<file path="config.mk">
export PLATFORM = sky130hd
export DESIGN_NAME = priority_interrupt_controller
export DESIGN_NICKNAME = d
export VERILOG_FILES = /design/src/rtl/pic_pkg.sv /design/src/rtl/priority_interrupt_controller.sv
export VERILOG_INCLUDE_DIRS = /design/src /design/src/rtl
export SDC_FILE = /design/constraint.sdc
export NUM_CORES = 1
export LEC_CHECK = 0
export ABC_CLOCK_PERIOD_IN_PS = 16900
export BUFFER_PORTS_ARGS = -buffer_cell sky130_fd_sc_hd__buf_2
export CORE_MARGIN = 3
export CORE_UTILIZATION = 55
export DETAILED_ROUTE_END_ITERATION = 16
export GPL_ROUTABILITY_DRIVEN = 0
export HOLD_SLACK_MARGIN = 0.03
export PLACE_DENSITY = 0.83
export SETUP_SLACK_MARGIN = 0.1
export SKIP_CTS_REPAIR_TIMING = 1
export SLEW_MARGIN = 20
export SYNTH_ARGS = -nofsm -noshare
export SYNTH_HDL_FRONTEND = slang
export SYNTH_SLANG_ARGS = --single-unit
</file>
<file path="constraint.sdc">
create_clock -name clk -period 16.9 [get_ports clk]
set_clock_uncertainty 0.1 [all_clocks]
set_input_delay 5.07 -clock clk [delete_from_list [all_inputs] [get_ports clk]]
set_output_delay 5.07 -clock clk [all_outputs]
set_load 0.05 [all_outputs]
</file>
<file path="src/rtl/priority_interrupt_controller_assert.svh">
// ============================================================================
// Assertion macros for the priority interrupt controller
// Immediate-style and next-cycle checks, clocked on clk, off during reset.
// ============================================================================
`ifndef PRIORITY_INTERRUPT_CONTROLLER_ASSERT_SVH
`define PRIORITY_INTERRUPT_CONTROLLER_ASSERT_SVH

// Condition must hold at every clock edge out of reset
`define PIC_ASSERT_ALWAYS(label, cond, msg) \
    label: assert property (@(posedge clk) disable iff (!rst_n) (cond)) \
        else $error(msg);

// Antecedent in a cycle implies consequent in the next
`define PIC_ASSERT_NEXT(label, ante, cons, msg) \
    label: assert property (@(posedge clk) disable iff (!rst_n) (ante) |=> (cons)) \
        else $error(msg);

`endif

</file>
<file path="src/rtl/pic_pkg.sv">
// ============================================================================
// pic_pkg
// Types, codes and reset constants of the priority interrupt controller.
// ============================================================================
`timescale 1ns / 1ps

package pic_pkg;

    // Request kinds carried on the input tuser
    typedef enum logic [1:0] {
        REQ_LINE  = 2'd0,
        REQ_WRITE = 2'd1,
        REQ_READ  = 2'd2
    } req_type_t;

    // Widths of the word fields
    localparam int SRC_W  = 4;
    localparam int SEL_W  = 4;
    localparam int DATA_W = 16;
    localparam int CW_W   = 8;
    localparam int VEC_W  = 8;
    localparam int LVL_W  = 3;
    localparam int IDX_W  = 5;   // internal source index, covers up to 31 sources

    // Register selects
    localparam logic [SEL_W-1:0] SEL_MASK     = 4'd0;
    localparam logic [SEL_W-1:0] SEL_PENDING  = 4'd14;
    localparam int               MAX_CTRL_SEL = 13;

    // Configuration register indexes
    localparam logic [1:0] CFG_WATCHDOG = 2'd0;
    localparam logic [1:0] CFG_UART1    = 2'd1;
    localparam logic [1:0] CFG_UART2    = 2'd2;

    localparam logic [VEC_W-1:0] WATCHDOG_VEC_RESET = 8'd15;
    localparam logic [VEC_W-1:0] UART_VEC_RESET     = 8'd0;

    // Priority and vector constants
    localparam logic [4:0]        MIN_FIELD      = 5'd4;
    localparam logic [VEC_W-1:0]  AUTOVEC_BASE   = 8'd24;
    localparam logic [VEC_W-1:0]  DEFAULT_VECTOR = 8'h0f;
    localparam int                AUTOVEC_BIT    = 7;
    localparam logic [DATA_W-1:0] MASK_RESET     = 16'h3ffe;

    // Sources with their own programmable vector
    localparam logic [IDX_W-1:0] SRC_WATCHDOG = 5'd8;
    localparam logic [IDX_W-1:0] SRC_UART1    = 5'd12;
    localparam logic [IDX_W-1:0] SRC_UART2    = 5'd13;

    // Control word reset value per source
    function automatic logic [CW_W-1:0] ctrl_reset_value(input int n);
        logic [CW_W-1:0] v;
        case (n)
            1:       v = 8'h04;
            2:       v = 8'h08;
            3:       v = 8'h0c;
            4:       v = 8'h10;
            5:       v = 8'h14;
            6:       v = 8'h18;
            7:       v = 8'h1c;
            8:       v = 8'h1c;
            9:       v = 8'h80;
            10:      v = 8'h80;
            11:      v = 8'h80;
            default: v = 8'h00;
        endcase
        return v;
    endfunction

endpackage

</file>
<file path="src/rtl/priority_interrupt_controller.sv">
// ============================================================================
// priority_interrupt_controller
// Pending/mask/control registers with a registered priority encoder.
// ============================================================================
// Usage:
//   Input words arrive on s_*: tuser carries the request kind (line change,
//   register write, register read), tdata the source, line state, register
//   select and write data. Each accepted word yields exactly one output word
//   on m_*: the read data (zero unless a read) and the interrupt level and
//   vector for the register state after that word.
//   The state is updated at the edge that accepts the word; the request stage
//   then holds the word's read data while a compare tree over all sources
//   feeds the output register, which loads the result once it is free.
//   Throughput is one word per cycle while m_tready is high; the two register
//   stages (request stage, output register) let a new word in while a result waits.
//   When m_tready is low the output holds; once both stages are full,
//   s_tready drops until the output is taken.
//   Reset sets the mask to all sources masked, clears pending bits, loads the
//   control word defaults and the vector registers, and empties both stages.
//   cfg_* writes the vector registers (watchdog, UART1, UART2) at once.
// ============================================================================
`timescale 1ns / 1ps

module priority_interrupt_controller #(
    parameter int NUM_SOURCES = 13
) (
    input  logic        clk,
    input  logic        rst_n,
    // Input word
    input  logic        s_tvalid,
    output logic        s_tready,
    input  logic [31:0] s_tdata,   // source[3:0], line_level[4], reg_sel[8:5],
                                   // write_data[24:9], zero fill
    input  logic [1:0]  s_tuser,   // req_type[1:0]
    // Output word
    output logic        m_tvalid,
    input  logic        m_tready,
    output logic [31:0] m_tdata,   // read_data[15:0], irq_level[18:16],
                                   // irq_vector[26:19], zero fill
    // Configuration
    input  logic        cfg_we,
    input  logic [1:0]  cfg_index,
    input  logic [7:0]  cfg_data
);

    localparam int NCTRL  = (NUM_SOURCES < pic_pkg::MAX_CTRL_SEL) ?
                            NUM_SOURCES : pic_pkg::MAX_CTRL_SEL;
    localparam int LEAVES = 2 ** $clog2(NUM_SOURCES + 1);

    // Compare tree node
    typedef struct packed {
        logic                          active;
        logic [pic_pkg::CW_W-1:0]      cw;
        logic [pic_pkg::IDX_W-1:0]     idx;
    } node_t;

    // Input field unpack
    pic_pkg::req_type_t             req;
    logic [pic_pkg::SRC_W-1:0]      src;
    logic                           line_level;
    logic [pic_pkg::SEL_W-1:0]      sel;
    logic [pic_pkg::DATA_W-1:0]     wdata;

    assign req        = pic_pkg::req_type_t'(s_tuser);
    assign src        = s_tdata[3:0];
    assign line_level = s_tdata[4];
    assign sel        = s_tdata[8:5];
    assign wdata      = s_tdata[24:9];

    // State
    logic [NUM_SOURCES:0]           pending_reg, pending_next;
    logic [pic_pkg::DATA_W-1:0]     mask_reg, mask_next;
    logic [pic_pkg::CW_W-1:0]       ctrl_reg  [1:NCTRL];
    logic [pic_pkg::CW_W-1:0]       ctrl_next [1:NCTRL];
    logic [pic_pkg::VEC_W-1:0]      wdog_vec_reg, uart1_vec_reg, uart2_vec_reg;

    // Pipeline
    logic                           s1_valid_reg;
    logic [pic_pkg::DATA_W-1:0]     s1_rd_reg, rd_next;
    logic                           out_valid_reg;
    logic [pic_pkg::DATA_W-1:0]     out_rd_reg;
    logic [pic_pkg::LVL_W-1:0]      out_level_reg, level_next;
    logic [pic_pkg::VEC_W-1:0]      out_vector_reg, vector_next;

    logic                           advance;
    logic                           accept;
    logic [pic_pkg::DATA_W-1:0]     pend16;
    logic                           src_ok;
    logic                           ctrl_ok;
    node_t                          tree [1:2*LEAVES-1];
    node_t                          winner;

    // Handshake
    assign advance  = !out_valid_reg || m_tready;
    assign s_tready = !s1_valid_reg || advance;
    assign accept   = s_tvalid && s_tready;

    assign m_tvalid = out_valid_reg;
    assign m_tdata  = {5'd0, out_vector_reg, out_level_reg, out_rd_reg};

    // Pending bits as seen on a 16-bit read
    for (genvar b = 0; b < pic_pkg::DATA_W; b++) begin : g_pend16
        if (b <= NUM_SOURCES) begin : g_bit
            assign pend16[b] = pending_reg[b];
        end
        else begin : g_zero
            assign pend16[b] = 1'b0;
        end
    end

    assign src_ok  = {1'b0, src} inside {[1:NUM_SOURCES]};
    assign ctrl_ok = sel inside {[1:NCTRL]};

    // Request decode: state update and read data
    always_comb
    begin
        pending_next = pending_reg;
        mask_next    = mask_reg;
        ctrl_next    = ctrl_reg;
        rd_next      = '0;
        case (req)
            pic_pkg::REQ_LINE:
            begin
                if (src_ok) begin
                    for (int k = 1; k <= NUM_SOURCES; k++) begin
                        if ({1'b0, src} == 5'(k))
                            pending_next[k] = line_level;
                    end
                end
            end
            pic_pkg::REQ_WRITE:
            begin
                if (sel == pic_pkg::SEL_MASK)
                    mask_next = wdata;
                else if (ctrl_ok) begin
                    for (int k = 1; k <= NCTRL; k++) begin
                        if (sel == 4'(k))
                            ctrl_next[k] = wdata[pic_pkg::CW_W-1:0];
                    end
                end
            end
            pic_pkg::REQ_READ:
            begin
                if (sel == pic_pkg::SEL_MASK)
                    rd_next = mask_reg;
                else if (ctrl_ok) begin
                    for (int k = 1; k <= NCTRL; k++) begin
                        if (sel == 4'(k))
                            rd_next = {8'd0, ctrl_reg[k]};
                    end
                end
                else if (sel == pic_pkg::SEL_PENDING)
                    rd_next = pend16;
            end
            default:
            begin
                rd_next = '0;
            end
        endcase
    end

    // Tree leaves: one per source, leaf 0 and padding never active
    for (genvar k = 0; k < LEAVES; k++) begin : g_leaf
        if (k >= 1 && k <= NUM_SOURCES) begin : g_src
            logic                     masked;
            logic [pic_pkg::CW_W-1:0] cw;
            if (k < pic_pkg::DATA_W) begin : g_mask
                assign masked = mask_reg[k];
            end
            else begin : g_nomask
                assign masked = 1'b0;
            end
            if (k <= NCTRL) begin : g_cw
                assign cw = ctrl_reg[k];
            end
            else begin : g_nocw
                assign cw = '0;
            end
            assign tree[LEAVES+k] = '{active: pending_reg[k] && !masked,
                                      cw: cw, idx: 5'(k)};
        end
        else begin : g_pad
            assign tree[LEAVES+k] = '{active: 1'b0, cw: '0, idx: 5'(k)};
        end
    end

    // Tree nodes: larger field wins, the lower source on a tie
    for (genvar i = 1; i < LEAVES; i++) begin : g_node
        node_t l, r;
        assign l = tree[2*i];
        assign r = tree[2*i+1];
        assign tree[i] = (r.active && (!l.active || r.cw[4:0] > l.cw[4:0])) ? r : l;
    end

    assign winner = tree[1];

    // Level and vector of the winner
    always_comb
    begin
        level_next  = '0;
        vector_next = '0;
        if (winner.active && winner.cw[4:0] >= pic_pkg::MIN_FIELD) begin
            level_next = winner.cw[4:2];
            if (winner.cw[pic_pkg::AUTOVEC_BIT])
                vector_next = pic_pkg::AUTOVEC_BASE + {5'd0, winner.cw[4:2]};
            else if (winner.idx == pic_pkg::SRC_WATCHDOG)
                vector_next = wdog_vec_reg;
            else if (winner.idx == pic_pkg::SRC_UART1)
                vector_next = uart1_vec_reg;
            else if (winner.idx == pic_pkg::SRC_UART2)
                vector_next = uart2_vec_reg;
            else
                vector_next = pic_pkg::DEFAULT_VECTOR;
        end
    end

    // Register state, updated at acceptance
    always_ff @(posedge clk or negedge rst_n)
    begin
        if (!rst_n) begin
            pending_reg <= '0;
            mask_reg    <= pic_pkg::MASK_RESET;
            for (int k = 1; k <= NCTRL; k++)
                ctrl_reg[k] <= pic_pkg::ctrl_reset_value(k);
        end
        else if (accept) begin
            pending_reg <= pending_next;
            mask_reg    <= mask_next;
            ctrl_reg    <= ctrl_next;
        end
    end

    // Vector configuration registers
    always_ff @(posedge clk or negedge rst_n)
    begin
        if (!rst_n) begin
            wdog_vec_reg  <= pic_pkg::WATCHDOG_VEC_RESET;
            uart1_vec_reg <= pic_pkg::UART_VEC_RESET;
            uart2_vec_reg <= pic_pkg::UART_VEC_RESET;
        end
        else if (cfg_we) begin
            case (cfg_index)
                pic_pkg::CFG_WATCHDOG: wdog_vec_reg  <= cfg_data;
                pic_pkg::CFG_UART1:    uart1_vec_reg <= cfg_data;
                pic_pkg::CFG_UART2:    uart2_vec_reg <= cfg_data;
                default:               ;
            endcase
        end
    end

    // Request stage and output register control
    always_ff @(posedge clk or negedge rst_n)
    begin
        if (!rst_n) begin
            s1_valid_reg  <= 1'b0;
            out_valid_reg <= 1'b0;
        end
        else begin
            if (s_tready)
                s1_valid_reg <= s_tvalid;
            if (advance)
                out_valid_reg <= s1_valid_reg;
        end
    end

    // Payload registers
    always_ff @(posedge clk)
    begin
        if (accept)
            s1_rd_reg <= rd_next;
        if (advance && s1_valid_reg) begin
            out_rd_reg     <= s1_rd_reg;
            out_level_reg  <= level_next;
            out_vector_reg <= vector_next;
        end
    end

`include "priority_interrupt_controller_assert.svh"

    `PIC_ASSERT_ALWAYS(a_full_stall, !(s1_valid_reg && out_valid_reg && !m_tready) || !s_tready, "input accepted while both stages are full")
    `PIC_ASSERT_NEXT(a_mask_write, accept && req == pic_pkg::REQ_WRITE && sel == pic_pkg::SEL_MASK, mask_reg == $past(wdata), "mask write not applied")
    `PIC_ASSERT_ALWAYS(a_none_vector, !(out_valid_reg && out_level_reg == 3'd0) || out_vector_reg == 8'd0, "vector given without a request level")
    `PIC_ASSERT_NEXT(a_no_phantom, !s1_valid_reg && advance, !out_valid_reg, "output word without a request")

endmodule

</file>
==> metrics.log, run 1 <==
[metrics] CTS buffer count: 22
[metrics] maximum buffer depth of the clock tree: 3
[metrics] Vert. Die Dim: 151.5 µm
[metrics] die span in x: 151.5 µm
[metrics] source of the worst register-to-register timing path: g_leaf[6].g_src.cw[3]$_DFFE_PN1P_
[metrics] Worst EP required: 11730 ps
[metrics] number of pins exceeding their max-slew limit in the final report: 0
[metrics] final core area utilization: 63.25%
[metrics] dominant delay contributor by cell family on the critical path: buffers and inverters
[metrics] area of the core: 20490 µm²
[metrics] static power due to leakage: 5.752 nW
[metrics] switching share of power: 34.38%
[metrics] Bufs and invs on worst path: 2
[metrics] unrepaired setup endpoints after global routing: no
[metrics] worst hold path depth: 0
[metrics] Clock power frac: 30.5%
[metrics] layer with the highest usage after global routing: met2
[metrics] total placed cells including tap cells: 1361
[metrics] area grow syn2layout: 11.25%
[metrics] Hold Vio Cnt, Final: 0
[metrics] clk slew on worst S/H paths: 60 ps
[metrics] clock root buffer: sky130_fd_sc_hd__clkbuf_16
[metrics] via count: 8922
[metrics] remaining routing DRC violations: 0
[metrics] maximum fanout encountered on the critical timing path: 3
[metrics] Worst Hold Path EP: out_rd_reg[15]$_DFFE_PP_
[metrics] switching power total: 574.0 µW
[metrics] actual transition at the worst max-transition pin: 1108 ps
[metrics] pin count of the biggest net entering global routing: 109
[metrics] nets: 1224
[metrics] HPWL reported at the end of detailed placement: 21.10 mm
[metrics] Port-buffer cells: 70
[metrics] kind of end point of the critical path: primary output
[metrics] synthesis-stage register bit count: 202
[metrics] min Tclk post-route: 10840 ps
[metrics] Arrival @ worst endpoint: 5670 ps
[metrics] worst skew pair latency: 520 ps
[metrics] first-pass GRT wire length: 47.65 mm
[metrics] placed instance area: 12190 µm²
[metrics] Largest register FFs: 104
[metrics] initial detailed-routing violation count: 907
[metrics] outcome: complete, no violations
[metrics] most common cell after layout, fill and taps aside: sky130_fd_sc_hd__mux2_2
[metrics] layout cells sized above 1: 29.18%
[metrics] number of distinct standard cells referenced by the synthesized netlist: 78
[metrics] met3 routing resource usage after global routing: 4.491%
[metrics] Die Footprint: 22970 µm²
[metrics] Clock H-tree levels: 1
[metrics] P_int: 1.096 mW
[metrics] hold crit path type: register to register
[metrics] final worst-path cycle share: 64.15%
[metrics] Main synth FF type: sky130_fd_sc_hd__dfrtp_1
[metrics] Post-DRT Antenna Nets: 0
[metrics] GRT overflow: 0
[metrics] cell count after synthesis: 1059
[metrics] vias per cell: 6.368
[metrics] power per standard cell area: 128.8 nW/µm²
[metrics] total of warnings raised by yosys: 0
[metrics] worst reg-to-reg path cell count: 28
[metrics] Rows: 52
[metrics] final setup violation count: 0
[metrics] average detailed-routed wire length per instance: 21.56 µm
[metrics] Post-synth EDFFs: 43
[metrics] router iterations before antenna repair: 6
[metrics] sequential area share after synthesis: 45.61%
[metrics] final design instance area without fill: 12960 µm²
[metrics] antenna diode count: 0
[metrics] critical path launch point type: primary input
[metrics] met1 track demand over resource in global routing: 35.77%
[metrics] cell type with the highest occurrence count on the critical path: sky130_fd_sc_hd__buf_2
[metrics] Detailed Route WL: 30.21 mm
[metrics] aggregate negative setup slack: 0 ps
[metrics] critical path class: primary input to primary output
[metrics] top achievable clock speed: 0.09223 GHz
[metrics] worst reg2reg setup slack: 9200 ps
[metrics] syn avg cell area: 11.00 µm²
[metrics] Peak VDD IR: 0.06388 mV
[metrics] end of the worst register-to-register path: out_vector_reg[1]$_SDFFCE_PN0P_
[metrics] hold_sp: s1_rd_reg[15]$_SDFFCE_PN0P_
[metrics] max-cap viol count: 0
[metrics] async set-or-reset flop fraction in the synthesized netlist: 78.71%
[metrics] cell breakdown of the critical path: buf_2 -> nand3b_1 -> buf_2
[metrics] final standard cell count with taps included and fillers excluded: 1401
[metrics] most frequent cells in the layout: 156 x sky130_fd_sc_hd__mux2_2, 124 x sky130_fd_sc_hd__dfrtp_1, 81 x sky130_fd_sc_hd__nand2_1, 70 x sky130_fd_sc_hd__nor2_1, 69 x sky130_fd_sc_hd__buf_2
[metrics] initial core utilization: 56.85%
[metrics] Worst path slowest cell: sky130_fd_sc_hd__buf_2
[metrics] total global-route track usage: 26.37%
[metrics] TritonCTS clock tree: done
[metrics] Worst slew margin: 25.88%
[metrics] number of global-route vias before repair: 8750
[metrics] number of antenna violations at the first check in global routing: 0
[metrics] portion of total power attributed to sequential cells: 37.8%
[metrics] I/O pins: 83
[metrics] Sink Count: 202
[metrics] slowest cell delay on critical path: 260 ps
[metrics] met2 usage in global routing: 41.65%
[metrics] combinational cell fraction of total power: 31.7%
[metrics] post-synthesis instance area: 11650 µm²
==> worst max-delay path by stage <==
stage / from / end / cells after the start
floorplan: m_tready / s_tready / 1
global placement: m_tready / s_tready / 3
detailed placement: m_tready / s_tready / 3
CTS: m_tready / s_tready / 3
global route: m_tready / s_tready / 3
finish: m_tready / s_tready / 3
==> logic make-up (layout without fill, tap and decap cells) <==
kind of cell / Yosys count / after routing / synth area share [%]
fa+ha+maj: 60 / 60 / 6.443
simple gates: 264 / 264 / 11.21
other cells: 1 / 5 / 0.03219
buf+inv: 105 / 173 / 3.748
flops: 202 / 202 / 45.61
mux: 210 / 210 / 19.91
compound gates: 217 / 217 / 13.05
==> cell type report <==
type                            instances  area, µm²
Inverter                               56      210.2
Multi-Input combinational cell        756       5917
Clock inverter                          6      118.9
Sequential cell                       202       5314
Clock buffer                           34      655.6
Fill cell                            1543       7532
Timing Repair Buffer                   77      409.1
Tap cell                              270      337.8
==> cells in the mapped netlist (20+ instances only) <==
cell / n / area, µm²
sky130_fd_sc_hd__a21oi_1: 39 / 195.2
sky130_fd_sc_hd__clkbuf_1: 32 / 120.1
sky130_fd_sc_hd__dfrtp_1: 124 / 3103
sky130_fd_sc_hd__dfstp_2: 35 / 919.6
sky130_fd_sc_hd__edfxtp_1: 43 / 1291
sky130_fd_sc_hd__ha_1: 60 / 750.7
sky130_fd_sc_hd__inv_1: 56 / 210.2
sky130_fd_sc_hd__mux2_2: 156 / 1757
sky130_fd_sc_hd__mux2i_1: 51 / 510.5
sky130_fd_sc_hd__nand2_1: 81 / 304.0
sky130_fd_sc_hd__nor2_1: 70 / 262.8
sky130_fd_sc_hd__nor2b_1: 20 / 125.1
sky130_fd_sc_hd__o21ai_0: 56 / 280.3
sky130_fd_sc_hd__o22ai_1: 26 / 162.7
==> per-layer routing <==
metal	up-vias	share of wire [%]
met5	-	0
met4	0	5.1
met3	110	8.7
met2	485	46
met1	4338	41
li1	3989	-
==> worst reg2reg max path: cells and delay by family (launching register included) <==
kind | cells | cell delay [ps]
buffers and inverters | 3 | 220
muxes | 2 | 820
DFF | 1 | 550
adders and majority gates | 4 | 1190
and+or+nand+nor | 8 | 2350
AOI/OAI and AO/OA | 11 | 2320
==> metrics by stage <==
step / setup WS [ps] / total power, mW / hold WS, ps
floorplan: 6171 / 1.017 / 300.3
global placement: 6148 / 1.129 / 300.9
detailed placement: 6136 / 1.153 / 305.2
CTS: 6070 / 1.666 / 321.2
global route: 6057 / 1.751 / 323.3
finish: 6058 / 1.670 / 321.9
==> power by group through the flow <==
stage | Clock [mW] | Sequential, mW | Combinational [mW]
floorplan | 0 | 0.675 | 0.342
global placement | 0 | 0.633 | 0.496
detailed placement | 0 | 0.638 | 0.515
CTS | 0.513 | 0.631 | 0.522
global route | 0.534 | 0.639 | 0.578
finish | 0.509 | 0.632 | 0.529
Note: power is estimated with default switching activity, not from simulation.
==> run 2: changes to the inputs <==
- ABC_CLOCK_PERIOD_IN_PS: 16900 -> 11200
- clock period: 16.9 -> 11.2 ns (I/O delays scaled with it)
==> metrics.log, run 2 (same netlist as run 1, synthesis figures left out) <==
[metrics] total global-route track usage: 26.45%
[metrics] Worst path slowest cell: sky130_fd_sc_hd__nor4b_1
[metrics] TritonCTS clock tree: done
[metrics] dpl ws: 3677 ps
[metrics] Post-DRT Antenna Nets: 0
[metrics] worst skew pair latency: 520 ps
[metrics] switching power total: 879.9 µW
[metrics] P_int: 1.584 mW
[metrics] Largest register FFs: 104
[metrics] I/O pins: 83
[metrics] timing startpoint of the critical path: g_leaf[8].g_src.cw[4]$_DFFE_PN1P_
[metrics] Vert. Die Dim: 151.5 µm
[metrics] aggregate negative setup slack: 0 ps
[metrics] Peak VDD IR: 0.1221 mV
[metrics] nets: 1223
[metrics] HPWL reported at the end of detailed placement: 20.95 mm
[metrics] switching share of power: 35.72%
[metrics] pin count of the biggest net entering global routing: 95
[metrics] portion of total power attributed to sequential cells: 38.7%
[metrics] final setup violation count: 0
[metrics] slowest cell delay on critical path: 920 ps
[metrics] die span in x: 151.5 µm
[metrics] Sink Count: 202
[metrics] setup slack of the critical path after layout: 3474 ps
[metrics] Rows: 52
[metrics] static power due to leakage: 5.707 nW
[metrics] maximum fanout encountered on the critical timing path: 14
[metrics] router iterations before antenna repair: 7
[metrics] power per standard cell area: 191.2 nW/µm²
[metrics] final core area utilization: 62.86%
[metrics] remaining routing DRC violations: 0
[metrics] combinational cell fraction of total power: 32.4%
[metrics] critical path launch point type: register
[metrics] clk slew on worst S/H paths: 70 ps
[metrics] number of global-route vias before repair: 8662
[metrics] GRT overflow: 0
[metrics] number of pins exceeding their max-slew limit in the final report: 0
[metrics] source of the worst register-to-register timing path: g_leaf[8].g_src.cw[4]$_DFFE_PN1P_
[metrics] top achievable clock speed: 0.1294 GHz
[metrics] worst reg2reg setup slack: 3470 ps
[metrics] Worst EP required: 11450 ps
[metrics] final worst-path cycle share: 68.99%
[metrics] Arrival @ worst endpoint: 7970 ps
[metrics] Clock H-tree levels: 1
[metrics] initial core utilization: 56.85%
[metrics] number of antenna violations at the first check in global routing: 0
[metrics] area grow syn2layout: 10.57%
[metrics] critical path class: register to register
[metrics] via count: 8868
[metrics] clock root buffer: sky130_fd_sc_hd__clkbuf_16
[metrics] max-cap viol count: 0
[metrics] cell type with the highest occurrence count on the critical path: sky130_fd_sc_hd__ha_1
[metrics] actual transition at the worst max-transition pin: 1141 ps
[metrics] hold_sp: s1_rd_reg[4]$_SDFFCE_PN0P_
[metrics] Bufs and invs on worst path: 1
[metrics] kind of end point of the critical path: register
[metrics] maximum buffer depth of the clock tree: 3
[metrics] area of the core: 20490 µm²
[metrics] vias per cell: 6.339
[metrics] most frequent cells in the layout: 156 x sky130_fd_sc_hd__mux2_2, 124 x sky130_fd_sc_hd__dfrtp_1, 81 x sky130_fd_sc_hd__nand2_1, 70 x sky130_fd_sc_hd__nor2_1, 69 x sky130_fd_sc_hd__buf_2
[metrics] final worst hold slack: 320.1 ps
[metrics] Detailed Route WL: 30.19 mm
[metrics] hold crit path type: register to register
[metrics] unrepaired setup endpoints after global routing: no
[metrics] min Tclk post-route: 7726 ps
[metrics] first-pass GRT wire length: 47.53 mm
[metrics] outcome: complete, no violations
[metrics] Clock power frac: 28.8%
[metrics] Worst slew margin: 23.66%
[metrics] Port-buffer cells: 70
[metrics] dominant delay contributor by cell family on the critical path: compound AO/OA/AOI/OAI gates
[metrics] Hold Vio Cnt, Final: 0
[metrics] initial detailed-routing violation count: 1040
[metrics] most common cell after layout, fill and taps aside: sky130_fd_sc_hd__mux2_2
[metrics] Fill cells: 1536
[metrics] Die Footprint: 22970 µm²
[metrics] CTS buffer count: 22
[metrics] antenna diode count: 0
[metrics] layout cells sized above 1: 29.05%
[metrics] average detailed-routed wire length per instance: 21.58 µm
[run 2: cell types whose count changed in the layout (fill, tap and decap cells not counted)]
cell / change
sky130_fd_sc_hd__clkbuf_8: -4
sky130_fd_sc_hd__clkinv_4: +3
sky130_fd_sc_hd__bufinv_16: -2
sky130_fd_sc_hd__buf_4: -1
sky130_fd_sc_hd__clkbuf_1: -1
sky130_fd_sc_hd__clkinv_1: +1
sky130_fd_sc_hd__clkinvlp_4: +1
sky130_fd_sc_hd__inv_6: +1
[run 2: final timing paths]
kind / to / depth (start not counted)
max in group asynchronous: g_leaf[2].g_src.cw[2]$_DFFE_PN0P_ / 2
max: out_vector_reg[1]$_SDFFCE_PN0P_ / 25
min in group asynchronous: uart1_vec_reg[0]$_DFFE_PN0P_ / 1
min reg2reg: out_rd_reg[4]$_DFFE_PP_ / 0
min: out_rd_reg[4]$_DFFE_PP_ / 0
max reg2reg: out_vector_reg[1]$_SDFFCE_PN0P_ / 25
[run 2: per-stage QoR]
step                      cell area (µm²)  power (mW)  instances
after floorplan                     11670       1.535       1063
after global placement              12180       1.702       1360
after detailed placement            12180       1.735       1360
after CTS                           12880       2.458       1399
after global routing                12880       2.583       1399
final                               12880       2.464       1399
[run 2: final cells by class]
cell class / instances / area [µm²] / area share (%)
Sequential cell: 202 / 5314 / 41.25
Inverter: 56 / 210.2 / 1.632
Clock inverter: 10 / 105.1 / 0.8158
Clock buffer: 29 / 596.8 / 4.633
Multi-Input combinational cell: 756 / 5917 / 45.93
Tap cell: 270 / 337.8 / 2.622
Timing Repair Buffer: 76 / 401.6 / 3.118
[run 2: worst register-to-register path, cell delays in order, from the launching register on]
cell and delay (ps):
sky130_fd_sc_hd__dfstp_2 530, sky130_fd_sc_hd__inv_1 60, sky130_fd_sc_hd__ha_1 320, sky130_fd_sc_hd__and3_1 210, sky130_fd_sc_hd__a41o_1 250, sky130_fd_sc_hd__a21oi_4 320, sky130_fd_sc_hd__mux2i_1 320, sky130_fd_sc_hd__ha_1 290
sky130_fd_sc_hd__a21o_1 190, sky130_fd_sc_hd__a21oi_1 140, sky130_fd_sc_hd__a32oi_1 90, sky130_fd_sc_hd__o21ai_1 450, sky130_fd_sc_hd__mux2_2 460, sky130_fd_sc_hd__ha_1 340, sky130_fd_sc_hd__and3_1 220, sky130_fd_sc_hd__and3_1 180
sky130_fd_sc_hd__a31oi_1 210, sky130_fd_sc_hd__o21ba_2 330, sky130_fd_sc_hd__o21ai_0 170, sky130_fd_sc_hd__ha_1 350, sky130_fd_sc_hd__a211oi_1 260, sky130_fd_sc_hd__a21oi_1 150, sky130_fd_sc_hd__o21a_1 320, sky130_fd_sc_hd__nor4b_1 920
sky130_fd_sc_hd__o211ai_1 160, sky130_fd_sc_hd__a22oi_1 230
[run 2: power by group through the flow]
stage / Sequential, mW / Clock [mW] / Combinational [mW]
detailed placement: 0.962 / 0 / 0.773
floorplan: 1.02 / 0 / 0.517
global route: 0.965 / 0.746 / 0.871
CTS: 0.952 / 0.716 / 0.789
finish: 0.954 / 0.711 / 0.799
global placement: 0.955 / 0 / 0.747
[run 2: per-layer routing]
| metal | part of all wire (%) | GRT usage (%) | vias to the layer above |
|---|---|---|---|
| met3 | 8.5 | 4.729 | 107 |
| li1 | - | - | 3991 |
| met4 | 4.4 | 10.51 | 0 |
| met5 | 0 | 0 | - |
| met2 | 46 | 43.10 | 453 |
| met1 | 41 | 35.26 | 4317 |
==> run 3: changes to the inputs <==
- ABC_CLOCK_PERIOD_IN_PS: 11200 -> 6450
- PLACE_DENSITY: 0.83 -> 0.86
- clock period: 11.2 -> 6.45 ns (I/O delays scaled with it)
==> metrics.log, run 3 (same netlist as run 1, synthesis figures left out) <==
[metrics] outcome: finished, violations left
[metrics] cell type with the highest occurrence count on the critical path: sky130_fd_sc_hd__o21ai_2
[metrics] area grow syn2layout: 25.23%
[metrics] aggregate negative setup slack: -2620 ps
[metrics] number of global-route vias before repair: 9149
[metrics] violated checks: negative setup slack
[metrics] area of the core: 20490 µm²
[metrics] total power of the final layout: 5.105 mW
[metrics] Clock power frac: 25.5%
[metrics] GRT overflow: 0
[metrics] Hold Vio Cnt, Final: 0
[metrics] top achievable clock speed: 0.1473 GHz
[metrics] vias per cell: 6.651
[metrics] end of the worst register-to-register path: out_vector_reg[5]$_SDFFCE_PP0P_
[metrics] max-cap viol count: 0
[metrics] Detailed Route WL: 36.59 mm
[metrics] I/O pins: 83
[metrics] end of the critical path: out_vector_reg[5]$_SDFFCE_PP0P_
[metrics] number of pins exceeding their max-slew limit in the final report: 0
[metrics] switching share of power: 36.34%
[metrics] total global-route track usage: 27.52%
[metrics] timing startpoint of the critical path: g_leaf[8].g_src.cw[3]$_DFFE_PN1P_
[metrics] final worst-path cycle share: 105.3%
[metrics] Worst path slowest cell: sky130_fd_sc_hd__dfstp_2
[metrics] hold crit path type: register to register
[metrics] most common cell after layout, fill and taps aside: sky130_fd_sc_hd__mux2_2
[metrics] layout cells sized above 1: 43.94%
[metrics] kind of end point of the critical path: register
[metrics] critical path launch point type: register
[metrics] router iterations before antenna repair: 6
[metrics] clock root buffer: sky130_fd_sc_hd__clkbuf_16
[metrics] worst reg2reg setup slack: -340 ps
[metrics] maximum fanout encountered on the critical timing path: 8
[metrics] source of the worst register-to-register timing path: g_leaf[8].g_src.cw[3]$_DFFE_PN1P_
[metrics] switching power total: 1.856 mW
[metrics] Vert. Die Dim: 151.5 µm
[metrics] Worst slew margin: 23.65%
[metrics] static power due to leakage: 6.367 nW
[metrics] setup slack of the critical path after layout: -338.7 ps
[metrics] Largest register FFs: 104
[metrics] average detailed-routed wire length per instance: 24.27 µm
[metrics] portion of total power attributed to sequential cells: 32.6%
[metrics] remaining routing DRC violations: 0
[metrics] min Tclk post-route: 6789 ps
[metrics] unrepaired setup endpoints after global routing: yes
[metrics] TritonCTS clock tree: done
[metrics] Rows: 52
[metrics] Post-DRT Antenna Nets: 0
[metrics] P_int: 3.250 mW
[metrics] worst skew pair latency: 530 ps
[metrics] most frequent cells in the layout: 148 x sky130_fd_sc_hd__mux2_2, 124 x sky130_fd_sc_hd__dfrtp_1, 101 x sky130_fd_sc_hd__buf_4, 78 x sky130_fd_sc_hd__nand2_1, 69 x sky130_fd_sc_hd__buf_2
[metrics] pin count of the biggest net entering global routing: 61
[metrics] die span in x: 151.5 µm
[metrics] final setup violation count: 11
[metrics] clk slew on worst S/H paths: 60 ps
[metrics] Worst EP required: 6720 ps
[metrics] slowest cell delay on critical path: 570 ps
[metrics] combinational cell fraction of total power: 41.9%
[metrics] actual transition at the worst max-transition pin: 1141 ps
[metrics] worst reg-to-reg path cell count: 33
[metrics] first-pass GRT wire length: 49.47 mm
[metrics] Peak VDD IR: 0.2512 mV
[metrics] number of antenna violations at the first check in global routing: 0
[metrics] initial detailed-routing violation count: 1263
[metrics] critical path class: register to register
[metrics] CTS buffer count: 22
[metrics] Die Footprint: 22970 µm²
[metrics] maximum buffer depth of the clock tree: 3
[metrics] initial core utilization: 56.85%
[metrics] Clock H-tree levels: 1
[metrics] Port-buffer cells: 70
[metrics] antenna diode count: 0
[metrics] via count: 10030
[metrics] power per standard cell area: 349.9 nW/µm²
[metrics] HPWL reported at the end of detailed placement: 22.68 mm
[metrics] Sink Count: 202
[metrics] Arrival @ worst endpoint: 7050 ps
[metrics] nets: 1331
[run 3: worst min-delay path by stage]
stage,from,endpoint,slack (ps),cells after the start
2_1_floorplan,s1_rd_reg[0]$_SDFFCE_PN0P_,out_rd_reg[0]$_DFFE_PP_,300,0
3_3_place_gp,s1_rd_reg[6]$_SDFFCE_PN0P_,out_rd_reg[6]$_DFFE_PP_,300,0
3_5_place_dp,s1_rd_reg[13]$_SDFFCE_PN0P_,out_rd_reg[13]$_DFFE_PP_,300,0
4_1_cts,s1_rd_reg[13]$_SDFFCE_PN0P_,out_rd_reg[13]$_DFFE_PP_,320,0
5_1_grt,s1_rd_reg[12]$_SDFFCE_PN0P_,out_rd_reg[12]$_DFFE_PP_,320,0
6_report,s1_rd_reg[6]$_SDFFCE_PN0P_,out_rd_reg[6]$_DFFE_PP_,310,0
[run 3: layout make-up]
class | instances | area (µm²)
multi-input combinational | 758 | 6714
tap | 270 | 337.8
clock buffer | 29 | 628.1
clock inverter | 11 | 121.4
sequential | 202 | 5314
fill | 1221 | 5904
timing repair buffer | 182 | 1265
inverter | 56 | 210.2
[run 3: critical path: cells and delay by family, from the launching register on]
| family | cells | cell delay [ps] |
|---|---|---|
| mux | 1 | 300 |
| simple gates | 6 | 1210 |
| flops | 1 | 570 |
| buf+inv | 6 | 830 |
| fa+ha+maj | 4 | 1020 |
| compound gates | 16 | 2590 |
[run 3: power groups by stage]
stage,registers (mW),clock network (mW),logic [mW]
6_report,1.67,1.30,2.14
5_1_grt,1.68,1.36,2.26
4_1_cts,1.64,1.31,1.61
3_5_place_dp,1.67,0,1.59
3_3_place_gp,1.65,0,1.52
2_1_floorplan,1.77,0,0.936
[run 3: metrics by stage]
step | setup WS [ps] | instances | hold slack [ps] | instance area, µm² | util, %
after floorplan | 101.2 | 1063 | 300.3 | 11750 | -
after global placement | -105.0 | 1437 | 300.5 | 12820 | 62.58
after detailed placement | -239.0 | 1437 | 304.5 | 12830 | 62.61
after CTS | -308.1 | 1477 | 318.9 | 13580 | 66.26
after global routing | -513.3 | 1508 | 324.7 | 14590 | 71.19
final | -338.7 | 1508 | 313.7 | 14590 | 71.19
[run 3: per-layer routing]
metal	vias to the layer above	track usage [%]	part of all wire, %
met5	-	0	0
met4	0	13.30	7.6
met3	248	5.324	10
met2	766	44.65	47
met1	4804	35.54	35
li1	4211	-	-
